==> src/assert_macros.svh <==
// Assertion macros shared by the allocator RTL.
// Depends on nothing; the checks compile away when SYNTHESIS is defined.
`ifndef ASSERT_MACROS_SVH
`define ASSERT_MACROS_SVH
`ifndef SYNTHESIS
`define ASSERT_CLK(lbl, clk, rst, prop, msg) \
  lbl: assert property (@(posedge clk) disable iff (rst) prop) else $error(msg);
`define ASSERT_CLK_NR(lbl, clk, prop, msg) \
  lbl: assert property (@(posedge clk) prop) else $error(msg);
`else
`define ASSERT_CLK(lbl, clk, rst, prop, msg)
`define ASSERT_CLK_NR(lbl, clk, prop, msg)
`endif
`endif

==> src/scfla_pkg.sv <==
// Shared constants, request and status codes, and the size-to-class table
// of the size class free list allocator. No dependencies.
package scfla_pkg;

  localparam int NUM_CLASSES_DEF   = 16;
  localparam int CLASS_SPACING_DEF = 8;
  localparam int POOL_BLOCKS_DEF   = 1024;

  localparam int SIZE_W = 8;
  localparam int BLK_W  = 10;
  localparam int CNT_W  = 11;
  localparam int POOL_CMP_W = 17;

  localparam logic [CNT_W-1:0] CNT_MAX = '1;

  localparam logic [1:0] REQ_ALLOC = 2'd0;
  localparam logic [1:0] REQ_FREE  = 2'd1;
  localparam logic [1:0] REQ_GROW  = 2'd2;
  localparam logic [1:0] REQ_CLEAR = 2'd3;

  localparam logic [1:0] ST_OK    = 2'd0;
  localparam logic [1:0] ST_EMPTY = 2'd1;
  localparam logic [1:0] ST_BAD   = 2'd2;
  localparam logic [1:0] ST_RANGE = 2'd3;

  typedef logic [7:0] cls_tab_t [256];

  // Builds the class of every byte size by counting, so no division is needed.
  function automatic cls_tab_t class_table(int spacing);
    cls_tab_t t;
    int c;
    int r;
    c = 0;
    r = 0;
    t[0] = 8'd0;
    for (int s = 1; s < 256; s++) begin
      t[s] = 8'(c);
      r++;
      if (r == spacing) begin
        r = 0;
        c++;
      end
    end
    return t;
  endfunction

endpackage

==> src/scfla_class_mem.sv <==
// Per-class state memory: list head and counters, one entry per size class.
// Valid bits make an unwritten or cleared entry read as all zero. Uses scfla_pkg.
module scfla_class_mem #(
  parameter int  Depth = scfla_pkg::NUM_CLASSES_DEF,
  parameter int  AddrW = (Depth > 1) ? $clog2(Depth) : 1,
  parameter type entry_t = logic
) (
  input  logic             clk,
  input  logic             rst,
  input  logic             clr,
  input  logic             rd_en,
  input  logic [AddrW-1:0] rd_addr,
  output entry_t           rd_data,
  input  logic             wr_en,
  input  logic [AddrW-1:0] wr_addr,
  input  entry_t           wr_data
);
  import scfla_pkg::*;

  entry_t           mem [Depth];
  logic [Depth-1:0] valid;
  entry_t           rd_q;
  logic             rd_valid;

  always_ff @(posedge clk) begin
    if (wr_en) begin
      mem[wr_addr] <= wr_data;
    end
    if (rd_en) begin
      rd_q <= mem[rd_addr];
    end
  end

  always_ff @(posedge clk) begin
    if (rst || clr) begin
      valid <= '0;
    end else if (wr_en) begin
      valid[wr_addr] <= 1'b1;
    end
  end

  always_ff @(posedge clk) begin
    if (rst) begin
      rd_valid <= 1'b0;
    end else if (rd_en) begin
      rd_valid <= valid[rd_addr];
    end
  end

  assign rd_data = rd_valid ? rd_q : entry_t'('0);

endmodule

==> config.mk <==
export PLATFORM = sky130hd
export DESIGN_NAME = scfla_class_mem
export DESIGN_NICKNAME = d
export VERILOG_FILES = /design/src/assert_macros.svh /design/src/scfla_pkg.sv /design/src/scfla_class_mem.sv
export SDC_FILE = /design/constraint.sdc
export NUM_CORES = 1
export LEC_CHECK = 0
export BUFFER_PORTS_ARGS = -buffer_cell sky130_fd_sc_hd__buf_2
export CAP_MARGIN = 30
export CORE_MARGIN = 1.5
export CORE_UTILIZATION = 60
export CTS_BUF_LIST = sky130_fd_sc_hd__clkbuf_4 sky130_fd_sc_hd__clkbuf_8 sky130_fd_sc_hd__clkbuf_16
export DETAILED_ROUTE_END_ITERATION = 10
export PLACE_DENSITY = 0.86
export SLEW_MARGIN = 10
export SYNTH_ARGS = -nofsm -noshare
export SYNTH_HDL_FRONTEND = slang
export SYNTH_SLANG_ARGS = --single-unit
==> constraint.sdc <==
create_clock -name clk -period 3.6 [get_ports clk]
set_clock_uncertainty 0.05 [all_clocks]
set_input_delay 0.36 -clock clk [delete_from_list [all_inputs] [get_ports clk]]
set_output_delay 0.36 -clock clk [all_outputs]
set_load 0.05 [all_outputs]
# After elaboration in Yosys (flattened, before gate mapping)
# Memories as Yosys holds them, arrays and structs flattened. A register that Yosys moved wholly into a read port is not among the register bits.
# Index checks and enable logic that the tools add are counted.
[totals]
word_cells = 16
mem_bits_rw = 16
ff_bits = 17
out_inout_bits = 1
input_bits = 14
memories = 1
[op_classes]
muxes = 7
n_bitwise = 1
n_reduce_logical = 2
order_cmp = 3
[memory_table]
columns = ["memory", "depth", "width", "read_ports", "rd_clocked_by_memory_dff", "write_ports", "line_no", "rtl"]
rows = [
  ["mem", 16, 1, 1, 1, 1, "scfla_class_mem.sv:20", "entry_t mem [Depth];"],
]
[ops]
columns = ["operator", "n"]
rows = [
  ["OR 16 bit", 1],
  ["< comparator 4 x 5 -> 1 bit (second input constant)", 2],
  ["two-way mux 1 bit", 5],
  ["binary-select mux 1 bit (select 4 bit)", 1],
  ["demux 1 bit (select 4 bit)", 1],
  [">= comparator 4 x 1 -> 1 bit (second input constant)", 1],
  ["logical AND 1 bit", 1],
  ["logical OR 1 bit", 1],
]

# Longest topological paths before layout
[depth]
ltp_word = 5
depth_mapped = 5
mapped_depth_nobuf = 4

# Worst setup path after synthesis
# OpenSTA, ideal clock, no wires.
[synth_path]
kind = "input -> register"
startpoint = "in rd_addr[0]"
endpoint = "reg rd_q (read register of mem) (data pin)"
stages = 3
t_required_ns = 3.278
arrival_ns = 1.430
setup_time_ns = 0.272
setup_slack_ns = 1.849
path_buffers = 1
cell_sequence = "buf_6 > mux4_1 > mux4_2"
[synth_rtl]
columns = ["element", "line_no", "rtl"]
rows = [
  ["start, declared", "scfla_class_mem.sv:12", "input logic [AddrW-1:0] rd_addr,"],
  ["end, declared", "scfla_class_mem.sv:22", "entry_t rd_q;"],
]

==> flow_summary.ini <==
[power]
switching_power_mw = 0.144
leakage_nw = 0.558
intPower_mw = 0.522
power_frac_seq_pct = 62.3
finalPower_mw = 0.667
power.share.clock_pct = 30.5
p_comb_share_pct = 7.2
p_per_area_nw_per_um2 = 433
irDropWorstVdd_mv = 0.328
p_sw_share_pct = 21.7

[finish]
layout_common_cells = 17 x edfxtp_1, 17 x dfxtp_1, 16 x nor2_1, 16 x o21a_1, 14 x buf_2
antenna_cells = 0
fillers = 162
final_core_util_pct = 69.6
drive_gt1_share_pct = 22.7
multi_input_area_um2 = 523
fin_nets = 133
area_growth_pct = 10.4
seqCellArea_um2 = 851

[routing]
dr.pass1.iters = 4
vias = 890
drc = 0
wl_per_cell_um = 17.8
postRouteAntennaNets = 0
routed_wl_um = 2620
drt_iter0_markers = 15
post_drt_via_cell_ratio = 6.05

[sta]
finalCritPeriodShare_pct = 46.4
slew_headroom_pct = 72.0
setup_tns_ns = 0
clock.fmax_mhz = 598
drv_slew = 0
fin_crit_ns = 1.67
grt_setup_unrepaired = no
hold_viol = 0
setup_viol = 0
tightestPinTransition_ns = 0.420

[critical_path]
crit_fanout = 1
rrSetupSlack_ns = 1.93
worstReg2RegEnd = rd_q$_DFFE_PP_
worstPathRequired_ns = 3.63
cp-start-kind = flip-flop
r2r_cells = 2
arrival_ns = 1.70
critPathKind = reg -> reg
r2r_start = mem[14]$_DFFE_PP_
end_kind = flip-flop

[grt]
grt_pass1_wl_um = 4330
grt.total_usage_pct = 24.6
grt_pass1_vias = 928
overflow = 0
grt_max_degree = 17
antenna_found_initial = 0

[die]
num_rows = 17
die_h_um = 51.2
start_util_pct = 63.0
dieWidth_um = 51.2
die_area_um2 = 2620
io_pins = 15
core_area_um2 = 2210

[clock_network]
clockBufferDepth = 2
cts-resized-gates = 0
clk_pin_slew_ns = 0.09
cts_tree = yes
clk_latency_ns = 0.33
htree_levels = 2
clock-sinks = 34
cts.hold.buffers_added = 0
cts_root_buffer = clkbuf_4
cts-buffers-inserted = 5
post_cts_buffers = 0

[synthesis]
ys_warn_count = 0
synth.avg_cell_area_um2 = 13.9
ys_seq_elements = 34
synth_area_um2 = 1390
synth_top_area_share_pct = 36.6
yosys.area.top_type = edfxtp_1
synth.distinct_cells = 21
ys_seq_area_share_pct = 61.0
ys_top_cells_by_area = edfxtp_1 37%, dfxtp_1 24%, o21a_1 8.6%
syn_inst = 100
synth_nets = 114

[run_status]
status = completed

[placed_design]
post-dp-hpwl_um = 2030
place.gp.congestion = 0.863
port_buffers = 14

[hold_path]
min_from = rd_en
min_path_type = in -> reg
holdPathEnd = rd_q$_DFFE_PP_
hold_depth = 1

[job]
drv_cap = 0
-- cell families after synthesis --
| logic type | after synthesis | synth area share [%] |
|---|---|---|
| AO/OA/AOI/OAI | 20 | 11.0 |
| multiplexers | 11 | 15.3 |
| buffers and inverters | 3 | 1.44 |
| flip-flops | 34 | 61.0 |
| AND/OR/NAND/NOR | 32 | 11.3 |
-- critical path: stages, from the launching register on --
cell      delay, ns
edfxtp_1       0.40
mux4_1         0.51
mux4_2         0.47
-- cell type report --
cell class                      instances  area share, %
Sequential cell                        34           55.3
Multi-Input combinational cell         63           34.0
Tap cell                               28           2.28
Timing Repair Buffer                   15           5.04
Clock buffer                            7           3.41
-- metrics by stage --
step	instances	worst slack, ns	cell area [um^2]	hold slack, ns
2_1_floorplan	100	1.85	1390	0.385
3_3_place_gp	139	1.77	1480	0.393
3_5_place_dp	139	1.73	1480	0.403
4_1_cts	146	1.92	1530	0.210
5_1_grt	147	1.90	1540	0.225
6_report	147	1.93	1540	0.223
-- layer usage --
metal  vias to the layer above  wire [um]  global-route usage (%)
li1                        420          -                       -
met2                        30       1340                    41.6
met4                         0         66                    13.1
met3                         8        135                    6.14
met5                         -          0                       0
met1                       432       1070                    28.8
-- state kept, by name (all words and copies together), names as in the netlist --
signal,cells
valid,16
rd_valid,1
rd_q,1
mem,16
-- power by group through the flow --
stage,registers [mW],logic (mW),clock network (mW)
floorplan,0.423,0.0288,0
global placement,0.424,0.0449,0
detailed placement,0.424,0.0474,0
CTS,0.415,0.0474,0.207
global route,0.416,0.0531,0.219
finish,0.415,0.0482,0.203
-- cells in the mapped netlist --
cell	number
nor3_1	4
buf_6	1
o21a_1	16
a221oi_1	2
and2_1	1
or3b_2	2
nand2b_1	2
nand3b_1	3
mux4_1	4
mux4_2	3
a22oi_1	1
o211ai_1	1
nand2_1	2
nor2_1	16
clkbuf_1	1
mux2i_1	4
nand3_1	1
nor2b_1	1
buf_2	1
edfxtp_1	17
dfxtp_1	17
-- worst max path at each step --
| stage | startpoint | endpoint | slack (ns) | cells after the start |
|---|---|---|---|---|
| after CTS | mem[14]$_DFFE_PP_ | rd_q$_DFFE_PP_ | 1.92 | 2 |
| final | mem[14]$_DFFE_PP_ | rd_q$_DFFE_PP_ | 1.93 | 2 |
| after detailed placement | rd_addr[0] | rd_q$_DFFE_PP_ | 1.73 | 3 |
| after global placement | rd_addr[0] | rd_q$_DFFE_PP_ | 1.77 | 3 |
| after floorplan | rd_addr[0] | rd_q$_DFFE_PP_ | 1.85 | 3 |
| after global routing | mem[1]$_DFFE_PP_ | rd_q$_DFFE_PP_ | 1.90 | 2 |
Note: power is estimated with default switching activity, not from simulation.
