`config.mk`:
```
export PLATFORM = sky130hd
export DESIGN_NAME = scfla_link_mem
export DESIGN_NICKNAME = d
export VERILOG_FILES = /design/src/assert_macros.svh /design/src/scfla_pkg.sv /design/src/scfla_link_mem.sv
export SDC_FILE = /design/constraint.sdc
export NUM_CORES = 1
export LEC_CHECK = 0
export BUFFER_PORTS_ARGS = -buffer_cell sky130_fd_sc_hd__buf_2
export CAP_MARGIN = 20
export CORE_ASPECT_RATIO = 0.6
export CORE_UTILIZATION = 40
export CTS_CLUSTER_SIZE = 14
export DETAILED_ROUTE_END_ITERATION = 8
export GPL_ROUTABILITY_DRIVEN = 0
export PLACE_DENSITY_LB_ADDON = 0.15
export SLEW_MARGIN = 20
export SYNTH_ARGS = -nofsm -noshare
export SYNTH_HDL_FRONTEND = slang
export SYNTH_SLANG_ARGS = --single-unit
```
`constraint.sdc`:
```
create_clock -name clk -period 2.76 [get_ports clk]
set_clock_uncertainty 0.05 [all_clocks]
set_input_delay 0 -clock clk [delete_from_list [all_inputs] [get_ports clk]]
set_output_delay 0 -clock clk [all_outputs]
set_load 0.02 [all_outputs]
```
`src/assert_macros.svh`:
```
// Assertion macros shared by the allocator RTL.
// Depends on nothing; the checks compile away when SYNTHESIS is defined.
`ifndef ASSERT_MACROS_SVH
`define ASSERT_MACROS_SVH
`ifndef SYNTHESIS
`define ASSERT_CLK(lbl, clk, rst, prop, msg) \
  lbl: assert property (@(posedge clk) disable iff (rst) prop) else $error(msg);
`define ASSERT_CLK_NR(lbl, clk, prop, msg) \
  lbl: assert property (@(posedge clk) prop) else $error(msg);
`else
`define ASSERT_CLK(lbl, clk, rst, prop, msg)
`define ASSERT_CLK_NR(lbl, clk, prop, msg)
`endif
`endif

```
`src/scfla_pkg.sv`:
```
// Shared constants, request and status codes, and the size-to-class table
// of the size class free list allocator. No dependencies.
package scfla_pkg;

  localparam int NUM_CLASSES_DEF   = 16;
  localparam int CLASS_SPACING_DEF = 8;
  localparam int POOL_BLOCKS_DEF   = 1024;

  localparam int SIZE_W = 8;
  localparam int BLK_W  = 10;
  localparam int CNT_W  = 11;
  localparam int POOL_CMP_W = 17;

  localparam logic [CNT_W-1:0] CNT_MAX = '1;

  localparam logic [1:0] REQ_ALLOC = 2'd0;
  localparam logic [1:0] REQ_FREE  = 2'd1;
  localparam logic [1:0] REQ_GROW  = 2'd2;
  localparam logic [1:0] REQ_CLEAR = 2'd3;

  localparam logic [1:0] ST_OK    = 2'd0;
  localparam logic [1:0] ST_EMPTY = 2'd1;
  localparam logic [1:0] ST_BAD   = 2'd2;
  localparam logic [1:0] ST_RANGE = 2'd3;

  typedef logic [7:0] cls_tab_t [256];

  // Builds the class of every byte size by counting, so no division is needed.
  function automatic cls_tab_t class_table(int spacing);
    cls_tab_t t;
    int c;
    int r;
    c = 0;
    r = 0;
    t[0] = 8'd0;
    for (int s = 1; s < 256; s++) begin
      t[s] = 8'(c);
      r++;
      if (r == spacing) begin
        r = 0;
        c++;
      end
    end
    return t;
  endfunction

endpackage

```
`src/scfla_link_mem.sv`:
```
// Next-link memory over the block pool, one link entry per block.
// Synchronous write, registered read. Uses scfla_pkg for defaults.
module scfla_link_mem #(
  parameter int  Depth = scfla_pkg::POOL_BLOCKS_DEF,
  parameter int  AddrW = $clog2(Depth),
  parameter type entry_t = logic
) (
  input  logic             clk,
  input  logic             rd_en,
  input  logic [AddrW-1:0] rd_addr,
  output entry_t           rd_data,
  input  logic             wr_en,
  input  logic [AddrW-1:0] wr_addr,
  input  entry_t           wr_data
);
  import scfla_pkg::*;

  entry_t mem [Depth];

  always_ff @(posedge clk) begin
    if (wr_en) begin
      mem[wr_addr] <= wr_data;
    end
    if (rd_en) begin
      rd_data <= mem[rd_addr];
    end
  end

endmodule

```
After elaboration in Yosys (flattened, before gate mapping)
Memories as Yosys holds them, arrays and structs flattened. A register that Yosys moved wholly into a read port is not among the register bits.
Cells that the tools add are included.
{"block": "op_classes", "muxes": 2}
{"op": "1-bit two-way mux", "n": 2}
{"block": "word_totals", "regBits": 0, "mem_bits_rw": 1024, "input_bits": 24, "out_inout_bits": 1, "elab_cells": 3, "mem_count": 1}
{"name": "mem", "depth": 1024, "word_bits": 1, "rd": 1, "rd_clocked_by_memory_dff": 1, "write_ports": 1, "line_no": "scfla_link_mem.sv:18", "text": "entry_t mem [Depth];"}

Depth between registers and ports, before layout
{"block": "logic_depth", "ltp_word": 2, "mapped_depth": 15, "mapped_depth_nobuf": 8}

Least setup slack after synthesis
No wires, ideal clock.
{"block": "synth_timing", "path_kind": "input-to-reg", "start": "input rd_addr[0]", "end": "register rd_data, read port of mem (data pin)", "setup_time_ns": 0.275, "t_arrival_ns": 2.137, "required_time_ns": 2.435, "slack_ns": 0.298, "stages": 10, "n_path_buf": 4, "path_cell_list": "buf_6 > buf_12 > buf_12 > buf_2 > mux4_2 > mux4_2 > a211oi_1 > nor2_1 > o311ai_1 > o2111ai_1"}
{"element": "from (decl)", "line_no": "scfla_link_mem.sv:10", "text": "input logic [AddrW-1:0] rd_addr,"}
{"element": "to (decl)", "line_no": "scfla_link_mem.sv:11", "text": "output entry_t rd_data,"}

==> impl_metrics.ini <==
[status]
status = complete, but fails checks
violations = setup timing

[synth]
synth_cells = 3112
async_flop_share_pct = 0
syn-cell-area_um2 = 44700
syn_avg_cell_area_um2 = 14.4
ys_types = 55
ys_warn_count = 0
syn_nets = 3136
synth_top_flop_cell = edfxtp_1
synth.yosys.seq_area_share_pct = 68.9
synth_edf_count = 1025
synth_seq_cells = 1025

[critical_path]
end_kind = flip-flop
worstSetupPathType = flip-flop to flip-flop
crit_start = mem[43]
path_delay_family = compound AO/OA/AOI/OAI gates
rr_worst_depth = 10
crit_buf_inv = 2
crit_slowest_cell = mux4_2
cp.arrival_ns = 3.20
critPathMostFrequentCell = buf_4
worst-path-stages = 10
reg2reg_to = rd_data
cp-start-kind = flip-flop
path_cells = mux4_2 > a22o_1 > o21ai_2 > buf_4 > o21ai_0 > nor3_2 > buf_4 > a311oi_1 > nor4_4 > o2111ai_2
worst-path-max-fanout = 2
rrSetupSlack_ns = -0.05
r2r_start = mem[43]
cp.required_ns = 3.15
slowest_delay_ns = 0.56

[floorplan]
placementRows = 94
dieArea_um2 = 113000
start_util_pct = 40.5
die-width_um = 433
core_um2 = 110000
die_y_um = 261
ios = 25

[routing]
ant_nets = 0
drt_pass1_iterations = 5
drt_iter0_markers = 4257
vias_per_cell = 5.86
drc_errors = 0
wl_per_cell_um = 29.7
vias = 28000
drt-total-wl_um = 142000

[clock_tree]
numCtsBuffers = 96
clockBufferDepth = 3
ctsHtreeMaxLevel = 3
clock_sinks = 1025
cts_root_buffer = clkbuf_16
cts_tree = yes
clock_latency_ns = 0.72
clkTransAtPathRegs_ns = 0.07

[sta]
period_needed_ns = 2.81
setup_tns_ns = -0.0548
hold_violations = 0
slew_headroom_pct = 32.4
fmax_mhz = 355
drv_slew = 0
min_period_over_period_pct = 102
worst_pin_slew_ns = 1.01
setup_violations = 1
setup_ws_ns = -0.0548
rsz0062_at_grt = true

[global_routing]
grt_max_degree = 112
grt_pass1_vias = 27100
grt_usage_pct = 25.3
antenna_found_initial = 13
grt_pass1_wl_um = 199000
gr-total-overflow = 0

[pwr]
clkPwrFrac_pct = 41.5
internal_power_uw = 25500
p_comb_share_pct = 6.3
leakagePower_uw = 0.0155
seq_power_share_pct = 52.2
p_sw_share_pct = 22.3
power_switching_uw = 7310
powerDensity_nw_per_um2 = 642
peakVddDrop_mv = 0.494

[final_layout]
final_util_pct = 46.4
n_fill_cell = 9716
drive_gt1_share_pct = 20.8
layout.nets = 3237
syn_to_final_growth_pct = 14.5

[place]
hpwlAfterDp_um = 81600
portBuffers = 24

[worst_hold_path]
hold_path_startpoint = rd_addr[5]
hold_path_class = input port to flip-flop
min_path_cells = 5
min_to = rd_data

[flow_run]
maxCapViolations = 0
## metal layers
metal / vias up / track usage [%] / share of wire (%)
met5: - / 0 / 0.021
met4: 6 / 6.37 / 2.4
met3: 217 / 6.52 / 11
met2: 1368 / 37.4 / 44
met1: 14700 / 37.0 / 43
li1: 11700 / - / -
## metrics by stage
step	cell area [um2]	setup WS [ns]	hold slack, ns	std cells	power [uW]
after floorplan	44700	0.298	0.0489	3112	18500
after global routing	51200	-0.114	0.0373	4776	33700
after CTS	51100	0.00950	0.0205	4776	33000
final	51200	-0.0548	0.0632	4778	32800
after detailed placement	47800	-0.377	0.242	4589	19500
after global placement	47800	-0.542	0.244	4589	19400
## worst max-delay path by stage
stage                    to  slack, ns
floorplan           rd_data       0.30
global placement    rd_data      -0.54
detailed placement  rd_data      -0.38
finish              rd_data      -0.05
global route        rd_data      -0.11
CTS                 rd_data       0.01
## layout make-up
type	count	area (um2)	share of cell area, %
diodes	2	5.00	0.00978
clock buffers	115	2520	4.92
clock inverters	58	637	1.24
inverters	6	22.5	0.0440
multi-input cells	1778	12600	24.7
flip-flops and latches	1025	30800	60.2
well taps	1488	1860	3.64
repair buffers	306	2720	5.31
## power by group through the flow
stage	logic (uW)	clock network (uW)	registers, uW
global route	2160	14400	17100
finish	2060	13600	17100
floorplan	991	0	17500
detailed placement	2000	0	17500
global placement	1980	0	17500
CTS	2030	13900	17100
## cell usage after synthesis (4+ instances only)
master     instances  share of area (%)
mux4_2           200                 10
clkbuf_1         186                1.6
o22ai_1           28               0.39
buf_2             19               0.21
a2111oi_0          6               0.12
a31oi_1            4              0.056
nand4_1           10               0.14
and2_1             6              0.084
nand2_1           86               0.72
edfxtp_1        1025                 69
nor2_1          1036                8.7
buf_1             57               0.48
buf_8              4               0.13
and3_1             4              0.056
nand3_1           37               0.41
a22oi_1           17               0.29
mux2i_1          123                2.8
mux4_1            14               0.82
nor3_1            37               0.41
nor2b_1           11               0.15
a22o_1             4              0.078
a21oi_1           37               0.41
nand2b_1           8               0.11
a211oi_1           4              0.067
nor3b_1            8               0.13
buf_4             13               0.22
buf_6             18               0.45
o21ai_0           11               0.12
nor4_1             5              0.070
o221ai_1          49               0.96
## registers in the layout, summed over array words and instances (netlist names)
signal,count
rd_data,1
mem,1024
## kinds of logic after synthesis
logic type / after synthesis / synth area share [%]
AOI/OAI and AO/OA: 178 / 2.83
buffers and inverters: 309 / 3.30
DFF: 1025 / 68.9
muxes: 340 / 13.7
and+or+nand+nor: 1260 / 11.2
## worst reg2reg max path, cell delays in order, from the launching register on
cell and delay (ns):
edfxtp_1 0.37, mux4_2 0.56, a22o_1 0.28, o21ai_2 0.13
buf_4 0.12, o21ai_0 0.11, nor3_2 0.33, buf_4 0.18
a311oi_1 0.08, nor4_4 0.20, o2111ai_2 0.15
## placed cells by master, fill, tap and decap left out, types with 14 or more instances in the layout
cell type         n
nor2_1         1034
edfxtp_1       1025
buf_4           235
mux4_2          201
mux2i_1         123
clkbuf_16        98
nand2_1          79
o221ai_1         49
a21oi_1          37
nor3_1           36
buf_12           33
o22ai_1          28
nand3_2          24
buf_2            21
clkinv_1         19
clkbuf_1         17
clkinv_2         16
a22oi_1          15
dlygate4sd3_1    14
## repair_timing
| item | in CTS | in global routing |
|---|---|---|
| endpoints found under the hold margin | 137 | 0 |
| gates resized for setup | 7 | 9 |
| setup endpoints to repair | 1 | 1 |
| pin swaps | 2 | 12 |
| hold buffers | 14 | 0 |
| setup buffers | 0 | 0 |
Power figures use the tool's default switching activity.
